File: config.mk
export PLATFORM = sky130hd
export DESIGN_NAME = rbsi_div_stage
export DESIGN_NICKNAME = d
export VERILOG_FILES = /design/src/rtl/rbsi_pkg.sv /design/src/rtl/rbsi_div_stage.sv
export SDC_FILE = /design/constraint.sdc
export NUM_CORES = 1
export LEC_CHECK = 0
export ABC_AREA = 0
export BUFFER_PORTS_ARGS = -buffer_cell sky130_fd_sc_hd__buf_2
export CORE_AREA = 2 2 409 411
export CTS_BUF_LIST = sky130_fd_sc_hd__clkbuf_4
export DETAILED_ROUTE_END_ITERATION = 6
export DIE_AREA = 0 0 411 413
export PLACE_DENSITY = 0.32
export SLEW_MARGIN = 15
export SYNTH_ARGS = -nofsm -noshare
export SYNTH_HDL_FRONTEND = slang
export SYNTH_SLANG_ARGS = --single-unit
File: constraint.sdc
create_clock -name clk -period 20.6 [get_ports clk]
set_input_delay 4.12 -clock clk [delete_from_list [all_inputs] [get_ports clk]]
set_output_delay 4.12 -clock clk [all_outputs]
set_load 0.005 [all_outputs]
File: src/rtl/rbsi_pkg.sv
package rbsi_pkg;

  // Number formats.
  localparam int FRAC_BITS = 16;
  localparam int CRD_W     = 32;
  localparam int DIR_W     = 18;
  localparam int HALF_W    = 31;
  localparam int DIST_W    = 31;
  localparam int NRM_W     = 3;
  localparam int AXES      = 3;
  localparam int LANES     = 2 * AXES;

  // Slab numerator (bound - origin) and its magnitude.
  localparam int DIFF_W = CRD_W + 3;
  localparam int MAG_W  = CRD_W + 1;
  localparam int DVD_W  = MAG_W + FRAC_BITS;
  localparam int DMAG_W = DIR_W;

  // Quotient recurrence: 32 quotient bits, two per pipeline stage.
  localparam int Q_W        = 32;
  localparam int DIV_STEPS  = 2;
  localparam int DIV_STAGES = Q_W / DIV_STEPS;
  localparam int NX_W       = (DVD_W > Q_W + DMAG_W) ? DVD_W : Q_W + DMAG_W;

  // Hit point arithmetic.
  localparam int PROD_W = DMAG_W + DIST_W;
  localparam int OFF_W  = PROD_W - FRAC_BITS;
  localparam int SUM_W  = ((CRD_W > OFF_W + 1) ? CRD_W : OFF_W + 1) + 1;

  localparam logic [Q_W-1:0] TMAX_SAT   = {1'b0, {(Q_W-1){1'b1}}};
  localparam logic [Q_W-1:0] HALF_RANGE = {1'b1, {(Q_W-1){1'b0}}};
  localparam logic signed [Q_W-1:0] EPS_LSB = 1;

  typedef enum logic [NRM_W-1:0] {
    NRM_NONE  = 3'd0,
    NRM_NEG_X = 3'd1,
    NRM_POS_X = 3'd2,
    NRM_NEG_Y = 3'd3,
    NRM_POS_Y = 3'd4,
    NRM_NEG_Z = 3'd5,
    NRM_POS_Z = 3'd6
  } nrm_t;

  localparam nrm_t ENTRY_FACE [AXES] = '{NRM_NEG_X, NRM_NEG_Y, NRM_NEG_Z};
  localparam nrm_t EXIT_FACE  [AXES] = '{NRM_POS_X, NRM_POS_Y, NRM_POS_Z};

  // Side data that rides along with the quotient recurrence.
  typedef struct packed {
    logic [AXES-1:0][CRD_W-1:0] org;
    logic [AXES-1:0][DIR_W-1:0] dir;
    logic [LANES-1:0]           neg;
    logic [LANES-1:0]           sat;
    logic [AXES-1:0]            dzero;
    logic                       cmiss;
    logic                       in_box;
  } carry_t;

  // Recurrence state: partial remainder, dividend/quotient word, divisor.
  typedef struct packed {
    logic [LANES-1:0][DMAG_W-1:0] p;
    logic [LANES-1:0][Q_W-1:0]    x;
    logic [AXES-1:0][DMAG_W-1:0]  d;
  } divw_t;

endpackage

File: src/rtl/rbsi_div_stage.sv
module rbsi_div_stage import rbsi_pkg::*; (
  input  logic   clk,
  input  logic   rst_n,
  input  logic   in_valid,
  output logic   in_ready,
  input  carry_t in_carry,
  input  divw_t  in_divw,
  output logic   out_valid,
  input  logic   out_ready,
  output carry_t out_carry,
  output divw_t  out_divw
);

  logic              valid_r;
  carry_t            carry_r;
  divw_t             divw_r;
  divw_t             divw_nxt;
  logic [DMAG_W:0]   trial;
  logic [DMAG_W-1:0] part;
  logic [Q_W-1:0]    word;

  // Restoring division steps on all six lanes; quotient bits shift in at the bottom.
  always_comb begin
    divw_nxt = in_divw;
    trial    = '0;
    part     = '0;
    word     = '0;
    for (int l = 0; l < LANES; l++) begin
      part = in_divw.p[l];
      word = in_divw.x[l];
      for (int s = 0; s < DIV_STEPS; s++) begin
        trial = {part, word[Q_W-1]};
        word  = {word[Q_W-2:0], 1'b0};
        if (trial >= {1'b0, in_divw.d[l/2]}) begin
          part    = DMAG_W'(trial - {1'b0, in_divw.d[l/2]});
          word[0] = 1'b1;
        end else begin
          part = trial[DMAG_W-1:0];
        end
      end
      divw_nxt.p[l] = part;
      divw_nxt.x[l] = word;
    end
  end

  assign in_ready = !valid_r || out_ready;

  always_ff @(posedge clk) begin
    if (!rst_n) begin
      valid_r <= 1'b0;
    end else if (in_ready) begin
      valid_r <= in_valid;
    end
  end

  always_ff @(posedge clk) begin
    if (in_ready && in_valid) begin
      carry_r <= in_carry;
      divw_r  <= divw_nxt;
    end
  end

  assign out_valid = valid_r;
  assign out_carry = carry_r;
  assign out_divw  = divw_r;

endmodule

* After elaboration in Yosys (flattened, before gate mapping)
Cells that the tools add are included.
Word-level totals: register bits 522, input port bits 525, output and inout bits 523
Operators by class: add/sub/neg operators 12, $lt $le $gt $ge 12, multiplexer cells 24, reductions and logical operators 3
Operators by type and width (count):
- $ge 19x18->1 | 12
- $mux 18 | 12
- $sub 18x18->18 | 12
- $mux 1 | 12
- $logic_and 1x1->1 | 1
- $logic_not 1->1 | 1
- $logic_or 1x1->1 | 1

* Logic depth before layout (Yosys ltp)
word-level depth 4, depth in mapped cells 25, mapped depth without buffers 22

* Worst setup path after synthesis
OpenSTA, ideal clock, no wires.
path type input -> register, start in out_ready, end reg carry_r (netlist bit out_carry[0]), enable pin, setup time 0.955 ns, data arrival time 16.043 ns, required time 19.645 ns, setup slack 3.603 ns, stages 2, cell sequence nand2b_1 > and2_1
Between the ends: word-level cells in the longest chain between the ends 2
RTL lines:
- from (decl) | line rbsi_div_stage.sv:9 | input logic out_ready,
- $logic_or 1x1->1 | line rbsi_div_stage.sv:46 | assign in_ready = !valid_r || out_ready;
- $logic_and 1x1->1 | line rbsi_div_stage.sv:57 | if (in_ready && in_valid) begin
- to (signal assigned) | line rbsi_div_stage.sv:58 | carry_r <= in_carry;
- to (decl) | line rbsi_div_stage.sv:15 | carry_t carry_r;
No other way between the ends. A chain may end at the register's enable or synchronous reset.

==> run_results.csv <==
group,metric,value,unit
layout,fin_nets,4212,
placement,dp_hpwl,136000,um
timing,whs,844,ps
timing,fin_crit,9390,ps
routing,drt_iter0_drc,1683,
global_routing,grt_usage,18.3,%
worst_setup_path,cp.arrival,10270,ps
timing,slew-limit-headroom,25.0,%
clock_tree,post-cts-setup-buffers,0,
clock_tree,cts_resized,0,
synthesis,yosys-top-cells-area,"edfxtp_1 (55%), ha_1 (9.6%), mux2_2 (4.8%)",
clock_tree,clockBufferDepth,3,
timing,fin_ws,11210,ps
floorplan,ioPinCount,1048,
clock_tree,cts_tree,"built",
layout,areaGrowthSynthToFinish,35.9,%
worst_setup_path,cp_max_fo,19,
timing,drv_slew,0,
synthesis,dominantRegCellSynth,"edfxtp_1",
synthesis,yosysSeqAreaShare,55.6,%
layout,drive_gt1_share,41.5,%
worst_setup_path,critPathKind,"in -> reg",
clock_tree,root_buffer,"clkbuf_4",
flow_run,timing.max_cap.violations,0,
synthesis,synth-seq-cells,522,
power_and_ir_drop,p_total,3.56,mW
clock_tree,htreeDepth,4,
timing,max_slew.worst_pin.slew,1130,ps
synthesis,ys_top_cells_by_count,"edfxtp_1 (521), ha_1 (216), a21oi_1 (173), nor2_1 (157), inv_1 (136)",
global_routing,grt_first_pass_wirelength,209000,um
layout,final_util,23.1,%
routing,drt-wirelength-per-cell,27.8,um
floorplan,coreArea,166000,um2
timing,clock.fmax,106,MHz
timing,finalCritPeriodShare,45.6,%
synthesis,synth_edf_count,521,
power_and_ir_drop,powerDensity,92.8,nW/um2
clock_tree,cts_buffers,164,
floorplan,dieArea,170000,um2
synthesis,syn_inst,2254,
outcome,status,"finished, final reports clean",
timing,totalNegativeSetupSlack,0,ps
floorplan,start_util,17.0,%
worst_setup_path,startpoint_type,"primary input",
routing,drt_pass1_iterations,7,
floorplan,rows,150,
placement,place.gp.congestion,0.982,
synthesis,synth_most_common_cell,"edfxtp_1",
floorplan,die_h,413,um
synthesis,syn-num-nets,3007,
routing,vias,24300,
synthesis,yosys.area.top_type_share,55.5,%
global_routing,grt_pass1_vias,23600,
routing,drt_wl_total,161000,um
global_routing,antenna_found_initial,103,
global_routing,overflow,0,
global_routing,grt_max_degree,72,
clock_tree,cts_sinks,522,
synthesis,synth_cell_types,83,
routing,drc,0,
placement,post-place-ws,10040,ps
synthesis,ys_warn_count,0,
timing,final-hold-violation-count,0,
timing,grt_setup_unrepaired,"false",
clock_tree,clock_latency,1210,ps
power_and_ir_drop,leakagePower,16.3,nW
clock_tree,clk_pin_slew,60,ps
synthesis,synth.largest_area_cell,"edfxtp_1",
power_and_ir_drop,vdd_ir_drop_max,0.0517,mV
synthesis,synthArstFlopShare,0,%
synthesis,syn_avg_cell_area,12.5,um2
timing,setup_viol,0,
placement,port_buffers,1047,
timing,clock_skew,68.8,ps
worst_setup_path,cp.required,21470,ps
clock_tree,cts_hold_buf,0,
routing,drtAntennaViolNets,0,
floorplan,die_w,411,um
worst_setup_path,endpoint_kind,"flop",
routing,vias_per_cell,4.19,
hold_path,min_path_type,"reg -> reg",
synthesis,syn_area,28200,um2
==> critical path, stage by stage <==
cell       delay (ps)
buf_2             180
inv_1             180
ha_1              350
nor2b_1           150
o2111ai_1         360
a21oi_1           190
o22ai_2           300
o21ai_0           270
a211o_1           430
o21ai_0           450
inv_1             100
ha_1              310
nand2_1            50
o21ai_0           400
nor2b_1           320
o311a_1           300
o21a_1            220
a21bo_2           160
o22a_1            150
a211o_1           840
mux2_2            420
==> final timing paths <==
check                               from                       to  slack [ps]  cells after the start
hold / removal    out_valid$_SDFFE_PN0N_   out_valid$_SDFFE_PN0N_         840                      2
setup reg to reg  out_valid$_SDFFE_PN0N_  out_divw[271]$_DFFE_PP_       16260                      5
setup / recovery             in_divw[19]  out_divw[303]$_DFFE_PP_       11210                     21
hold reg to reg   out_valid$_SDFFE_PN0N_   out_valid$_SDFFE_PN0N_         840                      2
==> final cells by class <==
class,count,area (um2)
fillers,18200,128000
well taps,2204,2760
inverters,136,510
diodes,22,55.1
clock inverters,52,295
multi-input cells,1571,11900
clock buffers,228,1710
flip-flops and latches,522,15700
repair buffers,1064,5380
==> metrics by stage <==
| step | cell area (um2) | std cells |
|---|---|---|
| after detailed placement | 36200 | 5496 |
| after global routing | 38300 | 5783 |
| after floorplan | 28200 | 2254 |
| after CTS | 38200 | 5776 |
| final | 38300 | 5799 |
| after global placement | 36200 | 5496 |
==> placed cells by master (no fill, tap or decap), types with 11 or more instances in the layout <==
master	instances
buf_2	1047
edfxtp_1	521
clkbuf_4	228
ha_1	216
a21oi_1	172
nor2_1	157
inv_1	136
nand2_1	127
o21ai_0	123
mux2_2	121
xnor2_1	108
a21o_1	57
xor2_1	46
o21a_1	40
nor2b_1	32
clkinv_1	32
nor3_1	31
nand4_1	23
diode_2	22
nand3_1	21
o31ai_1	19
a211oi_1	17
mux2i_1	17
nand2b_1	17
or3_1	16
buf_4	16
a31oi_1	14
a21boi_0	13
fa_1	12
and3_1	11
==> report_power, final <==
group          internal (mW)  leakage (nW)  switching (mW)
registers               1.33          5.04          0.0510
logic                  0.478          10.0           0.628
clock network          0.526          1.19           0.545
==> routing by layer <==
layer  GRT usage, %  wire, um  up-vias
met3           6.93     13600      312
met5              0       459        -
met2           28.7     72900     1024
met4           7.70      6610       72
met1           22.6     67700    11800
li1               -         -    11100
==> state kept, by name, summed over array words and instances, names as in the netlist <==
name	cells
out_valid	1
out_divw	354
out_carry	167
==> cell families (layout without fill, tap and decap cells) <==
family                   Yosys count  in the layout  share of synthesized area (%)
AO/OA/AOI/OAI                    566            566                           13.2
XOR/XNOR                         154            154                           4.78
adder cells (fa/ha/maj)          228            228                           10.4
buffers and inverters            161           1480                           2.23
flip-flops                       522            522                           55.6
multiplexers                     144            144                           5.76
other                              0             22                              0
AND/OR/NAND/NOR                  479            479                           8.06
Note: power is estimated with default switching activity, not from simulation.
